`src/hdl/mer_pkg.sv`:
```
package mer_pkg;

  localparam int AXIS_BITS_DEF  = 9;
  localparam int COORD_BITS_DEF = 10;

  // beat field widths and positions
  localparam int AXIS_FW  = 9;
  localparam int COORD_FW = 10;
  localparam int CX_LSB   = 0;
  localparam int CY_LSB   = CX_LSB + COORD_FW;
  localparam int A_LSB    = CY_LSB + COORD_FW;
  localparam int B_LSB    = A_LSB + AXIS_FW;
  localparam int IN_DW    = 40;
  localparam int PT_W     = 12;
  localparam int OUT_DW   = 8 * PT_W;
  localparam int OUT_UW   = 2;

  typedef enum logic {
    OP_START = 1'b0,
    OP_STEP  = 1'b1
  } op_e;

  typedef enum logic [1:0] {
    PH_IDLE,
    PH_R1,
    PH_R2,
    PH_FIN
  } phase_e;

  typedef enum logic [2:0] {
    MX_A,
    MX_B,
    MX_A2,
    MX_B2,
    MX_X,
    MX_P
  } mx_e;

  typedef enum logic [3:0] {
    MY_A,
    MY_B,
    MY_A2,
    MY_S,
    MY_X,
    MY_1M2A,
    MY_1M2B,
    MY_2XP3,
    MY_2YP3,
    MY_1MX,
    MY_1MY
  } my_e;

  typedef enum logic [1:0] {
    WR_NONE,
    WR_A2,
    WR_B2,
    WR_A4S
  } wr_e;

  typedef enum logic [2:0] {
    DEC_NONE,
    DEC_LD_A2,
    DEC_LD_B2,
    DEC_ADD2,
    DEC_ADD4C
  } dec_e;

  typedef enum logic [2:0] {
    OFF_NONE,
    OFF_START,
    OFF_R2,
    OFF_STEP1,
    OFF_STEP2
  } off_e;

  typedef enum logic [1:0] {
    J_NEXT,
    J_ALWAYS,
    J_R1_FAIL,
    J_R2_FAIL
  } jmp_e;

  localparam int UPC_W = 5;
  typedef logic [UPC_W-1:0] upc_t;

  // microprogram entry points and steps
  localparam upc_t UPC_ST0   = 5'd0;
  localparam upc_t UPC_ST1   = 5'd1;
  localparam upc_t UPC_ST2   = 5'd2;
  localparam upc_t UPC_ST3   = 5'd3;
  localparam upc_t UPC_ST4   = 5'd4;
  localparam upc_t UPC_EMIT  = 5'd5;
  localparam upc_t UPC_R1_0  = 5'd6;
  localparam upc_t UPC_R1_1  = 5'd7;
  localparam upc_t UPC_R1_2  = 5'd8;
  localparam upc_t UPC_R1_3  = 5'd9;
  localparam upc_t UPC_R1_4  = 5'd10;
  localparam upc_t UPC_EN2_0 = 5'd11;
  localparam upc_t UPC_EN2_1 = 5'd12;
  localparam upc_t UPC_R2_0  = 5'd13;
  localparam upc_t UPC_R2_1  = 5'd14;
  localparam upc_t UPC_R2_2  = 5'd15;
  localparam upc_t UPC_R2_3  = 5'd16;
  localparam upc_t UPC_R2_4  = 5'd17;
  localparam upc_t UPC_FIN   = 5'd18;

  typedef struct packed {
    mx_e    mx;
    my_e    my;
    wr_e    wr;
    dec_e   dec;
    off_e   off;
    logic   ph_wr;
    phase_e ph;
    jmp_e   jmp;
    upc_t   target;
    logic   emit;
    logic   emit_valid;
  } ctrl_t;

  typedef struct packed {
    phase_e phase;
    logic   r1_ok;
    logic   r2_ok;
  } stat_t;

  typedef struct packed {
    logic signed [PT_W-1:0] p3_y;
    logic signed [PT_W-1:0] p3_x;
    logic signed [PT_W-1:0] p2_y;
    logic signed [PT_W-1:0] p2_x;
    logic signed [PT_W-1:0] p1_y;
    logic signed [PT_W-1:0] p1_x;
    logic signed [PT_W-1:0] p0_y;
    logic signed [PT_W-1:0] p0_x;
    logic                   done_res;
    logic                   points_valid;
  } res_t;

  function automatic ctrl_t rom_word(input upc_t a);
    ctrl_t w;
    w = '0;
    case (a)
      UPC_ST0: begin
        w.off = OFF_START; w.ph_wr = 1'b1; w.ph = PH_R1;
        w.mx = MX_A; w.my = MY_A;
      end
      UPC_ST1: begin
        w.wr = WR_A2; w.mx = MX_B; w.my = MY_B;
      end
      UPC_ST2: begin
        w.wr = WR_B2; w.mx = MX_A2; w.my = MY_A2;
      end
      UPC_ST3: begin
        w.wr = WR_A4S; w.mx = MX_A2; w.my = MY_1M2B;
      end
      UPC_ST4: begin
        w.dec = DEC_LD_B2;
      end
      UPC_EMIT: begin
        w.emit = 1'b1; w.emit_valid = 1'b1;
      end
      UPC_R1_0: begin
        w.mx = MX_X; w.my = MY_X;
      end
      UPC_R1_1: begin
        w.mx = MX_P; w.my = MY_S;
      end
      UPC_R1_2: begin
        w.jmp = J_R1_FAIL; w.target = UPC_EN2_0;
        w.mx = MX_B2; w.my = MY_2XP3;
      end
      UPC_R1_3: begin
        w.dec = DEC_ADD2; w.mx = MX_A2; w.my = MY_1MY;
      end
      UPC_R1_4: begin
        w.dec = DEC_ADD4C; w.off = OFF_STEP1;
        w.jmp = J_ALWAYS; w.target = UPC_EMIT;
      end
      UPC_EN2_0: begin
        w.off = OFF_R2; w.ph_wr = 1'b1; w.ph = PH_R2;
        w.mx = MX_B2; w.my = MY_1M2A;
      end
      UPC_EN2_1: begin
        w.dec = DEC_LD_A2; w.jmp = J_ALWAYS; w.target = UPC_EMIT;
      end
      UPC_R2_0: begin
        w.mx = MX_X; w.my = MY_X;
      end
      UPC_R2_1: begin
        w.mx = MX_P; w.my = MY_S;
      end
      UPC_R2_2: begin
        w.jmp = J_R2_FAIL; w.target = UPC_FIN;
        w.mx = MX_A2; w.my = MY_2YP3;
      end
      UPC_R2_3: begin
        w.dec = DEC_ADD2; w.mx = MX_B2; w.my = MY_1MX;
      end
      UPC_R2_4: begin
        w.dec = DEC_ADD4C; w.off = OFF_STEP2;
        w.jmp = J_ALWAYS; w.target = UPC_EMIT;
      end
      UPC_FIN: begin
        w.ph_wr = 1'b1; w.ph = PH_FIN; w.emit = 1'b1;
      end
      default: begin
        w.emit = 1'b1;
      end
    endcase
    return w;
  endfunction

endpackage

```
`src/hdl/mer_seq.sv`:
```
module mer_seq (
  input  logic            clk_i,
  input  logic            rst_ni,
  input  logic            s_valid_i,
  input  logic            op_i,
  output logic            s_ready_o,
  input  mer_pkg::stat_t  stat_i,
  input  logic            obuf_rdy_i,
  output mer_pkg::ctrl_t  ctrl_o,
  output logic            step_en_o,
  output logic            ld_o,
  output logic            emit_ld_o
);

  logic          busy_q, busy_d;
  mer_pkg::upc_t upc_q, upc_d;
  logic          accept;
  logic          taken;
  mer_pkg::upc_t entry;

  always_comb begin
    ctrl_o    = mer_pkg::rom_word(upc_q);
    s_ready_o = !busy_q;
    accept    = s_valid_i && !busy_q;
    ld_o      = accept && (op_i == mer_pkg::OP_START);
    step_en_o = busy_q && (!ctrl_o.emit || obuf_rdy_i);
    emit_ld_o = step_en_o && ctrl_o.emit;

    case (ctrl_o.jmp)
      mer_pkg::J_NEXT:    taken = 1'b0;
      mer_pkg::J_ALWAYS:  taken = 1'b1;
      mer_pkg::J_R1_FAIL: taken = !stat_i.r1_ok;
      mer_pkg::J_R2_FAIL: taken = !stat_i.r2_ok;
      default:            taken = 1'b0;
    endcase

    if (op_i == mer_pkg::OP_START) begin
      entry = mer_pkg::UPC_ST0;
    end else begin
      case (stat_i.phase)
        mer_pkg::PH_R1: entry = mer_pkg::UPC_R1_0;
        mer_pkg::PH_R2: entry = mer_pkg::UPC_R2_0;
        default:        entry = mer_pkg::UPC_FIN;
      endcase
    end

    busy_d = busy_q;
    upc_d  = upc_q;
    if (accept) begin
      busy_d = 1'b1;
      upc_d  = entry;
    end else if (step_en_o) begin
      if (ctrl_o.emit) begin
        busy_d = 1'b0;
      end else if (taken) begin
        upc_d = ctrl_o.target;
      end else begin
        upc_d = upc_q + mer_pkg::upc_t'(1);
      end
    end
  end

  always_ff @(posedge clk_i or negedge rst_ni) begin
    if (!rst_ni) begin
      busy_q <= 1'b0;
      upc_q  <= mer_pkg::UPC_FIN;
    end else begin
      busy_q <= busy_d;
      upc_q  <= upc_d;
    end
  end

endmodule

```
`config.mk`:
```
export PLATFORM = sky130hd
export DESIGN_NAME = mer_seq
export DESIGN_NICKNAME = d
export VERILOG_FILES = /design/src/hdl/mer_pkg.sv /design/src/hdl/mer_seq.sv
export SDC_FILE = /design/constraint.sdc
export NUM_CORES = 1
export LEC_CHECK = 0
export ABC_CLOCK_PERIOD_IN_PS = 3900
export BUFFER_PORTS_ARGS = -buffer_cell sky130_fd_sc_hd__buf_2
export CAP_MARGIN = 20
export CORE_ASPECT_RATIO = 2
export CORE_MARGIN = 4
export CORE_UTILIZATION = 40
export CTS_CLUSTER_SIZE = 25
export DETAILED_ROUTE_END_ITERATION = 12
export HOLD_SLACK_MARGIN = 0.12
export PLACE_DENSITY = 0.79
export SLEW_MARGIN = 20
export SYNTH_ARGS = -nofsm -noshare
export SYNTH_HDL_FRONTEND = slang
export SYNTH_SLANG_ARGS = --single-unit
```
`constraint.sdc`:
```
create_clock -name clk_i -period 3.9 [get_ports clk_i]
set_clock_uncertainty 0.05 [all_clocks]
set_input_delay 0.39 -clock clk_i [delete_from_list [all_inputs] [get_ports clk_i]]
set_output_delay 0.39 -clock clk_i [all_outputs]
set_load 0.01 [all_outputs]
```
==> results of run 1 <==
-- worst max-delay path: stages, from the launching register on --
cell and delay [ns]:
sky130_fd_sc_hd__dfstp_2 0.54, sky130_fd_sc_hd__inv_1 0.07, sky130_fd_sc_hd__ha_1 0.29, sky130_fd_sc_hd__nor2b_1 0.21
sky130_fd_sc_hd__a221o_1 0.41, sky130_fd_sc_hd__or4_4 0.58, sky130_fd_sc_hd__nor2_1 0.14, sky130_fd_sc_hd__buf_2 0.15
-- per-stage QoR --
step	instances	hold WS, ns	utilization (%)
floorplan	151	0.0444	-
global placement	204	0.162	48.7
detailed placement	204	0.162	48.7
CTS	208	0.437	50.7
global route	208	0.453	50.7
finish	208	0.434	50.7
-- placed cells by master (no fill, tap or decap), drive strengths merged, types with 4 or more instances in the layout --
master,instances
nand2b,5
nor2,16
nor3,4
a22oi,4
a21oi,10
a21o,4
nor2b,10
nand2,8
dfrtp,4
buf,39
ha,8
inv,13
o21bai,4
o21ai,4
a211oi,4
-- per-layer routing --
layer / part of all wire, % / wire [µm] / track usage [%] / vias up
li1: - / - / - / 606
met1: 37 / 1160 / 19.8 / 567
met2: 55 / 1720 / 34.4 / 51
met3: 6.3 / 197 / 1.75 / 4
met4: 1.3 / 41 / 7.33 / 0
met5: 0 / 0 / 0 / -
-- cell type report --
| type | count | area share [%] |
|---|---|---|
| Inverter | 13 | 3.75 |
| Sequential cell | 6 | 11.7 |
| Multi-Input combinational cell | 118 | 62.9 |
| Timing Repair Buffer | 40 | 15.8 |
| Clock buffer | 3 | 3.17 |
| Tap cell | 28 | 2.69 |
-- registers in the layout, summed over array words and instances (netlist names) --
name / count
busy_q: 1
upc_q: 5
-- synthesized netlist by cell type (all sizes together), types with 2 or more instances --
library cell  count
dfstp             2
o21ai             4
a21oi            10
mux2              2
buf               8
a21o              4
nor3              4
inv              13
and3              2
or2               2
a211oi            4
ha                8
nor2             16
nand2b            5
a221o             3
a31oi             3
a22oi             4
nor2b            10
clkbuf            6
mux2i             2
o21bai            4
dfrtp             4
a311oi            3
nand2             8
-- worst min-delay path by stage --
stage               from                    to  slack [ns]
4_1_cts        s_valid_i    busy_q$_DFFE_PN0P_        0.44
6_report       s_valid_i    busy_q$_DFFE_PN0P_        0.43
2_1_floorplan     rst_ni    busy_q$_DFFE_PN0P_        0.04
3_3_place_gp      rst_ni  upc_q[0]$_DFFE_PN0P_        0.16
5_1_grt        s_valid_i    busy_q$_DFFE_PN0P_        0.45
3_5_place_dp      rst_ni  upc_q[0]$_DFFE_PN0P_        0.16
-- cells by family after synthesis --
group / synth area share, %
buffers and inverters: 10.6
AOI/OAI and AO/OA: 33.8
and+or+nand+nor: 28.4
adders and majority gates: 9.21
DFF: 14.0
muxes: 3.91
-- what timing repair did --
item,in CTS,in global routing
endpoints found under the hold margin,4,0
gates resized for setup,0,0
hold buffers,1,0
-- power groups by stage --
stage                     Combinational, mW  Clock, mW  Sequential, mW
after global placement                0.915          0           0.210
after CTS                             0.928     0.0924           0.212
after detailed placement              0.919          0           0.212
after global routing                   1.02     0.0976           0.229
after floorplan                       0.747          0           0.130
final                                 0.927     0.0910           0.214
==> flow_summary.rst, run 1 <==
.. list-table::
   :header-rows: 1

   * - Metric
     - Value
   * - Sw frac
     - 53.1%
   * - Horiz. Die Dim
     - 44.9 µm
   * - Multi-input logic area
     - 820 µm²
   * - Synthesized area
     - 1090 µm²
   * - Number of enable-type register cells in the synthesized netlist
     - 0
   * - Syn-to-layout area delta
     - 19.8%
   * - Status
     - finished clean
   * - Wirelength, routed
     - 3.12 mm
   * - Vias after detailed routing
     - 1,228
   * - Clock share of power
     - 7.4%
   * - Worst setup timing slack at the placement stage
     - 1.12 ns
   * - Average wire length per cell after detail routing
     - 15.0 µm
   * - HPWL reported at the end of detailed placement
     - 2.44 mm
   * - Depth of the worst register-to-register path
     - 7
   * - Global placement routability congestion
     - 0.970
   * - Syn. warnings
     - 0
   * - Number of global-route vias before repair
     - 1,194
   * - Category of the critical setup timing path
     - reg -> out
   * - Type of origin of the critical path
     - flop
   * - Number of nets in the layout
     - 199
   * - Setup repair after global routing missed its margin
     - no
   * - Die Span Y
     - 81.7 µm
   * - Ant. Diodes
     - 0
   * - TritonRoute pass-1 iters
     - 4
   * - Mean Syn Cell Area
     - 7.20 µm²
   * - Placed inst area
     - 1250 µm²
   * - Start point of the critical path
     - upc_q[1]$_DFFE_PN1P_
   * - Total die area
     - 3670 µm²
   * - Cell taking the most area after synthesis
     - sky130_fd_sc_hd__dfrtp_1
   * - Initial standard-cell utilization of the core
     - 42.3%
   * - Design area
     - 1300 µm²
   * - Hold Vio Cnt, Final
     - 0
   * - Overall global routing resource usage
     - 18.3%
   * - Final cycle utilization of the critical path
     - 78.0%
   * - Floorplan row count
     - 26
   * - Int Pwr
     - 0.578 mW
   * - Highest attainable clock frequency
     - 329 MHz
   * - Total power of the final layout
     - 1.23 mW
   * - Clk root buf
     - sky130_fd_sc_hd__clkbuf_8
   * - Part of the power in combinational logic
     - 75.2%
   * - Final setup TNS
     - 0 ns
   * - Power Density
     - 946 nW/µm²
   * - Clock tree from TritonCTS
     - built
   * - Gate Count Post-Synth
     - 151
   * - Leakage
     - 0.717 nW
   * - Endpoint kind of the worst setup timing path
     - primary output
   * - Net load switching power
     - 0.654 mW
   * - Share of the yosys chip area belonging to registers
     - 14.0%
   * - Worst Slack Setup Final
     - 0.859 ns
   * - Startpoint of the worst-slack reg-to-reg timing path
     - upc_q[1]$_DFFE_PN1P_
   * - Final count of negative-setup-slack endpoints
     - 0
   * - Normalized max-slew margin
     - 47.4%
   * - Number of slew-limit violations in the final report
     - 0
   * - Largest net degree at the start of global routing
     - 25
   * - DRT antenna net count
     - 0
   * - Post-synthesis register bit count
     - 6
   * - Floorplan core area
     - 2570 µm²
   * - Count of fill cells added during filler insertion
     - 281
   * - Wire length of the first global-routing pass
     - 5.24 mm
   * - Class of the tightest hold or removal check
     - in -> reg
   * - Number of ports placed on the die boundary
     - 40
   * - Iteration-0 DRC Markers
     - 62
   * - Measured slew at the worst slew-check pin
     - 0.788 ns
   * - Count of different cell masters after synthesis
     - 46
   * - Clk_lat worst skew
     - 0.22 ns
   * - Net count of the mapped netlist
     - 168
   * - Clock transition at path regs
     - 0.03 ns
   * - Total clock buffers created by CTS
     - 3
   * - Worst setup endpoint
     - emit_ld_o
   * - Initial antenna violation count
     - 0
   * - Number of levels the H-tree was split into
     - 1
   * - R2r setup slk
     - 1.19 ns
   * - Worst VDD drop
     - 0.000486 V
   * - Main flop type after synthesis
     - sky130_fd_sc_hd__dfrtp_1
   * - Post-route DRC
     - 0
   * - # Post-CTS Setup Buffers
     - 0
   * - Largest cells by area after synthesis
     - sky130_fd_sc_hd__dfrtp_1, sky130_fd_sc_hd__ha_1, sky130_fd_sc_hd__nor2b_1
   * - Time the worst path needs with I/O delays and setup
     - 3.04 ns
   * - Sequential Power Share
     - 17.4%
   * - Fraction of post-synthesis cell area in the top cell type by area
     - 9.21%
   * - Worst-case clock buffer depth
     - 2
   * - Grt ovf
     - 0
   * - Endpoint of the most critical register-to-register path
     - upc_q[4]$_DFFE_PN1P_
   * - Data required time of the critical path
     - 3.46 ns
   * - CTS sink count
     - 6
   * - Buffers on Ports
     - 39
   * - Async set-reset flop share out of synthesis
     - 100%
   * - Share of cells above drive strength 1
     - 28.9%
   * - Number of max-capacitance violations reported
     - 0
   * - Critical Path AT
     - 2.60 ns
   * - Hold Crit Depth
     - 3
   * - Average vias per placed instance
     - 5.90
   * - Flip-flop and latch area
     - 153 µm²
   * - Top fanout value on the critical path
     - 10
(Power assumes the default switching activity.)
==> inputs of run 2 (changes only) <==
- ABC_CLOCK_PERIOD_IN_PS: 3900 -> 2480
- PLACE_DENSITY: 0.79 -> 0.81
- clock period: 3.9 -> 2.48 ns (I/O delays scaled with it)
==> run 2 against run 1 <==
First-iteration DRC count fell by 4.8%. The run now ends with setup timing left. Global-route usage up 2.1 points. Cell area grew 19%. Core utilization rose by 9.8 points. Sequential power up 37%. Worst setup slack worse by 0.96 ns. Largest power group unchanged. Total power increased by 97%. Worst hold slack got worse by 0.13 ns. Critical endpoint unchanged. Sequential cell count unchanged. Highest routed layer unchanged.
==> flow_summary.rst, run 2 (synthesized netlist as in run 1, its figures left out) <==
.. list-table::
   :header-rows: 1

   * - Metric
     - Value
   * - Post-route DRC
     - 0 (unchanged)
   * - Average vias per placed instance
     - 6.03 (was 5.90)
   * - Total die area
     - 3670 µm² (unchanged)
   * - Multi-input logic area
     - 881 µm² (was 820 µm²)
   * - Highest attainable clock frequency
     - 387 MHz
   * - Horiz. Die Dim
     - 44.9 µm (unchanged)
   * - Worst Slack Setup Final
     - -0.105 ns (was 0.859 ns)
   * - Hold Crit Start
     - s_valid_i (unchanged)
   * - Depth of the worst register-to-register path
     - 8 (was 7)
   * - Most common library cell in the layout ignoring fill and taps
     - sky130_fd_sc_hd__buf_2 (unchanged)
   * - Final cycle utilization of the critical path
     - 104%
   * - Count of fill cells added during filler insertion
     - 223 (was 281)
   * - Category of the critical setup timing path
     - reg -> out (unchanged)
   * - Total clock buffers created by CTS
     - 3 (unchanged)
   * - Type of origin of the critical path
     - flop (unchanged)
   * - Ant. Diodes
     - 0 (unchanged)
   * - Number of levels the H-tree was split into
     - 1 (unchanged)
   * - Hold Vio Cnt, Final
     - 0 (unchanged)
   * - Clock tree from TritonCTS
     - built (unchanged)
   * - Global placement routability congestion
     - 0.951 (was 0.970)
   * - Iteration-0 DRC Markers
     - 59 (was 62)
   * - Class of the tightest hold or removal check
     - in -> reg (unchanged)
   * - Registers with the most flip-flops
     - upc_q x5, busy_q x1 (unchanged)
   * - Buffers on Ports
     - 39 (unchanged)
   * - Final count of negative-setup-slack endpoints
     - 3 (was 0)
   * - Wirelength, routed
     - 3.67 mm (was 3.12 mm)
   * - Power Density
     - 1560 nW/µm² (was 946 nW/µm²)
   * - Number of ports placed on the die boundary
     - 40 (unchanged)
   * - Hold Crit Depth
     - 3 (unchanged)
   * - Failing checks
     - setup timing
   * - Number of max-capacitance violations reported
     - 0 (unchanged)
   * - Wire length of the first global-routing pass
     - 5.84 mm (was 5.24 mm)
   * - Endpoint kind of the worst setup timing path
     - primary output (unchanged)
   * - Vias after detailed routing
     - 1,394 (was 1,228)
   * - Initial standard-cell utilization of the core
     - 42.3% (unchanged)
   * - Number of flip-flops under the largest register name
     - 5 (unchanged)
   * - Largest net degree at the start of global routing
     - 14 (was 25)
   * - Flip-flop and latch area
     - 154 µm² (was 153 µm²)
   * - Worst Hold Path EP
     - busy_q$_DFFE_PN0P_ (unchanged)
   * - Number of slew-limit violations in the final report
     - 0 (unchanged)
   * - TritonRoute pass-1 iters
     - 5 (was 4)
   * - Number of global-route vias before repair
     - 1,343 (was 1,194)
   * - Highest-count cells in the layout ignoring fill and taps
     - sky130_fd_sc_hd__buf_2, sky130_fd_sc_hd__buf_4, sky130_fd_sc_hd__nor2_1 (was sky130_fd_sc_hd__buf_2, sky130_fd_sc_hd__nor2_1, sky130_fd_sc_hd__inv_1)
   * - DRT antenna net count
     - 0 (unchanged)
   * - Startpoint of the worst-slack reg-to-reg timing path
     - upc_q[1]$_DFFE_PN1P_ (unchanged)
   * - Setup repair after global routing missed its margin
     - yes (was no)
   * - Time the worst path needs with I/O delays and setup
     - 2.58 ns
   * - Average wire length per cell after detail routing
     - 15.9 µm (was 15.0 µm)
   * - Status
     - finished, violations left (was finished clean)
   * - Top fanout value on the critical path
     - 3 (was 10)
   * - Data required time of the critical path
     - 2.18 ns (was 3.46 ns)
   * - Normalized max-slew margin
     - 72.1% (was 47.4%)
   * - Grt ovf
     - 0 (unchanged)
   * - CTS sink count
     - 6 (unchanged)
   * - Number of nets in the layout
     - 221 (was 199)
   * - Worst VDD drop
     - 0.000942 V (was 0.000486 V)
   * - Clk root buf
     - sky130_fd_sc_hd__clkbuf_8 (unchanged)
   * - Leakage
     - 0.833 nW (was 0.717 nW)
   * - Measured slew at the worst slew-check pin
     - 0.418 ns (was 0.788 ns)
   * - Initial antenna violation count
     - 0 (unchanged)
   * - Floorplan core area
     - 2570 µm² (unchanged)
   * - Critical Path AT
     - 2.29 ns (was 2.60 ns)
   * - Largest Register
     - upc_q (unchanged)
   * - Share of cells above drive strength 1
     - 41.4% (was 28.9%)
   * - Worst setup timing slack at the placement stage
     - 0.0146 ns (was 1.12 ns)
   * - Placed inst area
     - 1360 µm² (was 1250 µm²)
   * - Overall global routing resource usage
     - 20.3% (was 18.3%)
   * - Die Span Y
     - 81.7 µm (unchanged)
   * - R2r setup slk
     - -0.01 ns (was 1.19 ns)
   * - Endpoint of the most critical register-to-register path
     - upc_q[2]$_DFFE_PN0P_ (was upc_q[4]$_DFFE_PN1P_)
   * - Clock transition at path regs
     - 0.04 ns (was 0.03 ns)
   * - Clk_lat worst skew
     - 0.22 ns (about the same)
   * - Worst-case clock buffer depth
     - 2 (unchanged)
   * - HPWL reported at the end of detailed placement
     - 2.73 mm (was 2.44 mm)
   * - Final setup TNS
     - -0.149 ns (was 0 ns)
   * - Floorplan row count
     - 26 (unchanged)
   * - Design area
     - 1560 µm² (was 1300 µm²)
   * - Syn-to-layout area delta
     - 43.0% (was 19.8%)
## run 2: changes by cell type in the layout (fill, tap and decap cells not counted), moves of 2 or more
cell	change
sky130_fd_sc_hd__buf_4	+21
sky130_fd_sc_hd__ha_1	-5
sky130_fd_sc_hd__ha_2	+3
sky130_fd_sc_hd__ha_4	+2
## run 2: power by group
group | total (mW) | internal [mW] | switching (mW)
Clock | 0.155 | 0.111 | 0.0447
Combinational | 1.98 | 0.947 | 1.03
Sequential | 0.294 | 0.170 | 0.125
## run 2: worst max-delay path, stage by stage, from the launching register on
cell and delay [ns]:
sky130_fd_sc_hd__dfstp_2 0.55, sky130_fd_sc_hd__inv_4 0.06, sky130_fd_sc_hd__ha_4 0.15, sky130_fd_sc_hd__and2_4 0.16, sky130_fd_sc_hd__a221o_1 0.33, sky130_fd_sc_hd__or4_4 0.57, sky130_fd_sc_hd__nor2_4 0.12, sky130_fd_sc_hd__buf_6 0.11
## run 2: repair_timing
action	in CTS	in global routing
cloned	0	0
pin swaps	6	5
endpoints found under the hold margin	6	0
buffers inserted	6	4
gates resized for setup	8	8
setup endpoints to repair	3	7
hold buffers	1	0
## run 2: layout make-up
| cell class | count | share of cell area (%) |
|---|---|---|
| multi-input combinational | 118 | 56.6 |
| timing repair buffer | 62 | 25.0 |
| sequential | 6 | 9.90 |
| inverter | 13 | 3.30 |
| clock buffer | 4 | 2.90 |
| tap | 28 | 2.25 |
## run 2: how the worst max path moves through the flow
stage                      endpoint  cells past startpoint                 start
6_report                  emit_ld_o                      7  upc_q[1]$_DFFE_PN1P_
2_1_floorplan  upc_q[2]$_DFFE_PN0P_                      8  upc_q[1]$_DFFE_PN1P_
3_5_place_dp              step_en_o                      8  upc_q[1]$_DFFE_PN1P_
5_1_grt                   emit_ld_o                      7  upc_q[1]$_DFFE_PN1P_
4_1_cts                   emit_ld_o                      7  upc_q[1]$_DFFE_PN1P_
3_3_place_gp              emit_ld_o                      7  upc_q[1]$_DFFE_PN1P_
## run 2: per-stage QoR
step                      hold WS [ns]  util (%)  power [mW]  cells
final                            0.302      60.5        2.43    231
after global placement          0.0241      52.8        1.92    216
after global routing             0.315      60.5        2.61    231
after CTS                        0.279      57.8        2.25    227
after floorplan                -0.0976         -        1.38    151
after detailed placement        0.0254      52.8        1.94    216
## run 2: metal layers
metal  vias up  wire length [µm]  global-route usage [%]
li1        653                 -                       -
met1       645              1210                    21.2
met2        80              2060                    39.9
met3        16               284                   0.877
met4         0               107                    8.21
met5         -                 0                       0
==> inputs of run 3 (changes only) <==
- CORE_MARGIN: 4 -> 5
==> run 3 against run 2 <==
The flow still finishes with violations (setup timing). Cell area decreased by 0.16%. Sequential power decreased by 12%. Non-clock buffer count increased by 1. Combinational power increased by 4%. Largest cell class unchanged.
==> flow_summary.rst, run 3 (synthesized netlist as in run 1, its figures left out) <==
.. list-table::
   :header-rows: 1

   * - Metric
     - Value
   * - Number of slew-limit violations in the final report
     - 0 (unchanged)
   * - Status
     - finished, violations left (unchanged)
   * - Number of nets in the layout
     - 222 (was 221)
   * - Final setup TNS
     - -0.261 ns (was -0.149 ns)
   * - Clk root buf
     - sky130_fd_sc_hd__clkbuf_8 (unchanged)
   * - Horiz. Die Dim
     - 46.9 µm (was 44.9 µm)
   * - Category of the critical setup timing path
     - reg -> out (unchanged)
   * - Start point of the critical path
     - upc_q[1]$_DFFE_PN1P_ (unchanged)
   * - Grt ovf
     - 0 (unchanged)
   * - Number of global-route vias before repair
     - 1,424 (was 1,343)
   * - Time the worst path needs with I/O delays and setup
     - 2.59 ns (was 2.58 ns)
   * - Initial standard-cell utilization of the core
     - 41.8% (was 42.3%)
   * - Floorplan core area
     - 2600 µm² (was 2570 µm²)
   * - Setup repair after global routing missed its margin
     - yes (unchanged)
   * - Post-placement cell count
     - 219 (was 216)
   * - Hold Vio Cnt, Final
     - 0 (unchanged)
   * - Design area
     - 1550 µm² (was 1560 µm²)
   * - Worst VDD drop
     - 0.000915 V (was 0.000942 V)
   * - Vias after detailed routing
     - 1,434 (was 1,394)
   * - Fin Hold WS
     - 0.289 ns (was 0.302 ns)
   * - Highest attainable clock frequency
     - 387 MHz (about the same)
   * - DRT antenna net count
     - 0 (unchanged)
   * - Depth of the worst register-to-register path
     - 8 (unchanged)
   * - Clock transition at path regs
     - 0.03 ns (was 0.04 ns)
   * - Number of flip-flops under the largest register name
     - 5 (unchanged)
   * - Post-route DRC
     - 0 (unchanged)
   * - Final cycle utilization of the critical path
     - 104% (about the same)
   * - Worst-case clock buffer depth
     - 2 (unchanged)
   * - Average vias per placed instance
     - 6.21 (was 6.03)
   * - Ant. Diodes
     - 0 (unchanged)
   * - Placed inst area
     - 1370 µm² (was 1360 µm²)
   * - Sequential Power Share
     - 10.6% (was 12.1%)
   * - Post-layout utilization of the core
     - 59.7% (was 60.5%)
   * - WP depth
     - 7 (unchanged)
   * - Hold Crit Depth
     - 3 (unchanged)
   * - Global placement routability congestion
     - 0.929 (was 0.951)
   * - Total die area
     - 3920 µm² (was 3670 µm²)
   * - Leakage
     - 0.838 nW (was 0.833 nW)
   * - Measured slew at the worst slew-check pin
     - 0.472 ns (was 0.418 ns)
   * - Normalized max-slew margin
     - 68.1% (was 72.1%)
   * - Power Density
     - 1580 nW/µm² (was 1560 nW/µm²)
   * - CTS sink count
     - 6 (unchanged)
   * - Final count of negative-setup-slack endpoints
     - 4 (was 3)
   * - Iteration-0 DRC Markers
     - 88 (was 59)
   * - Int Pwr
     - 1.22 mW (was 1.23 mW)
   * - Number of ports placed on the die boundary
     - 40 (unchanged)
   * - Overall global routing resource usage
     - 20.9% (was 20.3%)
   * - Initial antenna violation count
     - 0 (unchanged)
   * - Number of levels the H-tree was split into
     - 1 (unchanged)
   * - Most common library cell in the layout ignoring fill and taps
     - sky130_fd_sc_hd__buf_2 (unchanged)
   * - Post-route insts no fill
     - 231 (unchanged)
   * - Count of fill cells added during filler insertion
     - 254 (was 223)
   * - Hold Crit Start
     - s_valid_i (unchanged)
   * - Number of max-capacitance violations reported
     - 0 (unchanged)
   * - Sw frac
     - 50.2% (was 49.5%)
   * - Largest Register
     - upc_q (unchanged)
   * - Floorplan row count
     - 26 (unchanged)
   * - Die Span Y
     - 83.7 µm (was 81.7 µm)
   * - Total clock buffers created by CTS
     - 3 (unchanged)
   * - HPWL reported at the end of detailed placement
     - 2.90 mm (was 2.73 mm)
   * - Clock tree from TritonCTS
     - built (unchanged)
   * - Worst Slack Setup Final
     - -0.106 ns (was -0.105 ns)
   * - Top fanout value on the critical path
     - 3 (unchanged)
   * - Class of the tightest hold or removal check
     - in -> reg (unchanged)
   * - Clock share of power
     - 5.7% (was 6.4%)
   * - Buffers on Ports
     - 39 (unchanged)
   * - Endpoint kind of the worst setup timing path
     - primary output (unchanged)
   * - Share of cells above drive strength 1
     - 41.9% (was 41.4%)
   * - Startpoint of the worst-slack reg-to-reg timing path
     - upc_q[1]$_DFFE_PN1P_ (unchanged)
   * - TritonRoute pass-1 iters
     - 4 (was 5)
   * - Critical Path AT
     - 2.29 ns (about the same)
   * - Registers with the most flip-flops
     - upc_q x5, busy_q x1 (unchanged)
   * - Average wire length per cell after detail routing
     - 17.2 µm (was 15.9 µm)
   * - Crit-path max cell delay
     - 0.55 ns (was 0.57 ns)
   * - Master of the slowest instance on the critical path
     - sky130_fd_sc_hd__dfstp_2 (was sky130_fd_sc_hd__or4_4)
   * - Failing checks
     - setup timing (unchanged)
   * - Highest-count cells in the layout ignoring fill and taps
     - sky130_fd_sc_hd__buf_2, sky130_fd_sc_hd__buf_4, sky130_fd_sc_hd__nor2_1 (unchanged)
   * - Part of the power in combinational logic
     - 83.7% (was 81.5%)
   * - Type of origin of the critical path
     - flop (unchanged)
   * - Critical path cell sequence
     - inv_4 > ha_4 > and2_4 > a221o_1 > or4_4 > nor2_4 > buf_6 (unchanged)
   * - Crit-path leading delay family
     - simple AND/OR/NAND/NOR gates (unchanged)
   * - Net load switching power
     - 1.23 mW (was 1.20 mW)
   * - Wire length of the first global-routing pass
     - 6.31 mm (was 5.84 mm)
   * - Clk_lat worst skew
     - 0.22 ns (about the same)
   * - Wirelength, routed
     - 3.97 mm (was 3.67 mm)
   * - Syn-to-layout area delta
     - 42.8% (was 43.0%)
   * - Largest net degree at the start of global routing
     - 14 (unchanged)
   * - Count of buffering cells on the critical path with inverters included
     - 2 (unchanged)
   * - Data required time of the critical path
     - 2.18 ns (about the same)
[run 3: cell types whose count changed in the layout (fill, tap and decap cells not counted), sizes merged]
cell and delta:
buf +1, clkbuf -1
[run 3: final cells by class]
| type | count | area (µm²) | area share [%] |
|---|---|---|---|
| Sequential cell | 6 | 153 | 9.83 |
| Multi-Input combinational cell | 118 | 888 | 57.2 |
| Inverter | 13 | 51.3 | 3.30 |
| Timing Repair Buffer | 63 | 384 | 24.7 |
| Tap cell | 28 | 35.0 | 2.26 |
| Clock buffer | 3 | 41.3 | 2.66 |
[run 3: power groups by stage]
stage	combinational (mW)	clock (mW)	sequential (mW)
2_1_floorplan	1.18	0	0.204
3_3_place_gp	1.70	0	0.255
3_5_place_dp	1.71	0	0.256
4_1_cts	1.91	0.142	0.249
5_1_grt	2.20	0.148	0.267
6_report	2.05	0.138	0.260
[run 3: metal layers]
| layer | global-route usage (%) | vias to the layer above | share of wire (%) |
|---|---|---|---|
| li1 | - | 653 | - |
| met1 | 21.2 | 662 | 32 |
| met2 | 35.7 | 91 | 53 |
| met3 | 0.432 | 28 | 6.7 |
| met4 | 17.4 | 0 | 8.4 |
| met5 | 0 | - | 0 |
[run 3: worst register-to-register path: stages, from the launching register on]
cell and delay, ns:
sky130_fd_sc_hd__dfstp_2 0.55, sky130_fd_sc_hd__inv_4 0.06, sky130_fd_sc_hd__ha_4 0.15, sky130_fd_sc_hd__and2_4 0.16, sky130_fd_sc_hd__a221o_1 0.38, sky130_fd_sc_hd__or4_4 0.55, sky130_fd_sc_hd__buf_4 0.17, sky130_fd_sc_hd__o311a_1 0.14
sky130_fd_sc_hd__o32a_1 0.21
[run 3: worst paths after layout]
check | to | slack [ns]
max in group asynchronous | upc_q[1]$_DFFE_PN1P_ | 1.79
max reg2reg | upc_q[2]$_DFFE_PN0P_ | -0.06
min in group asynchronous | upc_q[2]$_DFFE_PN0P_ | 0.37
max | emit_ld_o | -0.11
min reg2reg | busy_q$_DFFE_PN0P_ | 0.63
min | busy_q$_DFFE_PN0P_ | 0.29
[run 3: repair_timing]
| item | CTS | global route |
|---|---|---|
| hold buffers | 1 | 0 |
| endpoints found under the setup margin | 3 | 7 |
| pin swaps | 5 | 2 |
| endpoints found under the hold margin | 6 | 0 |
| resized for setup | 8 | 8 |
| buffers inserted | 8 | 0 |
[run 3: through the flow]
step           worst slack (ns)  total power, mW
3_5_place_dp             0.0413             1.97
5_1_grt                  -0.144             2.62
3_3_place_gp             0.0779             1.95
2_1_floorplan            0.0124             1.38
6_report                 -0.106             2.45
4_1_cts                 -0.0742             2.30
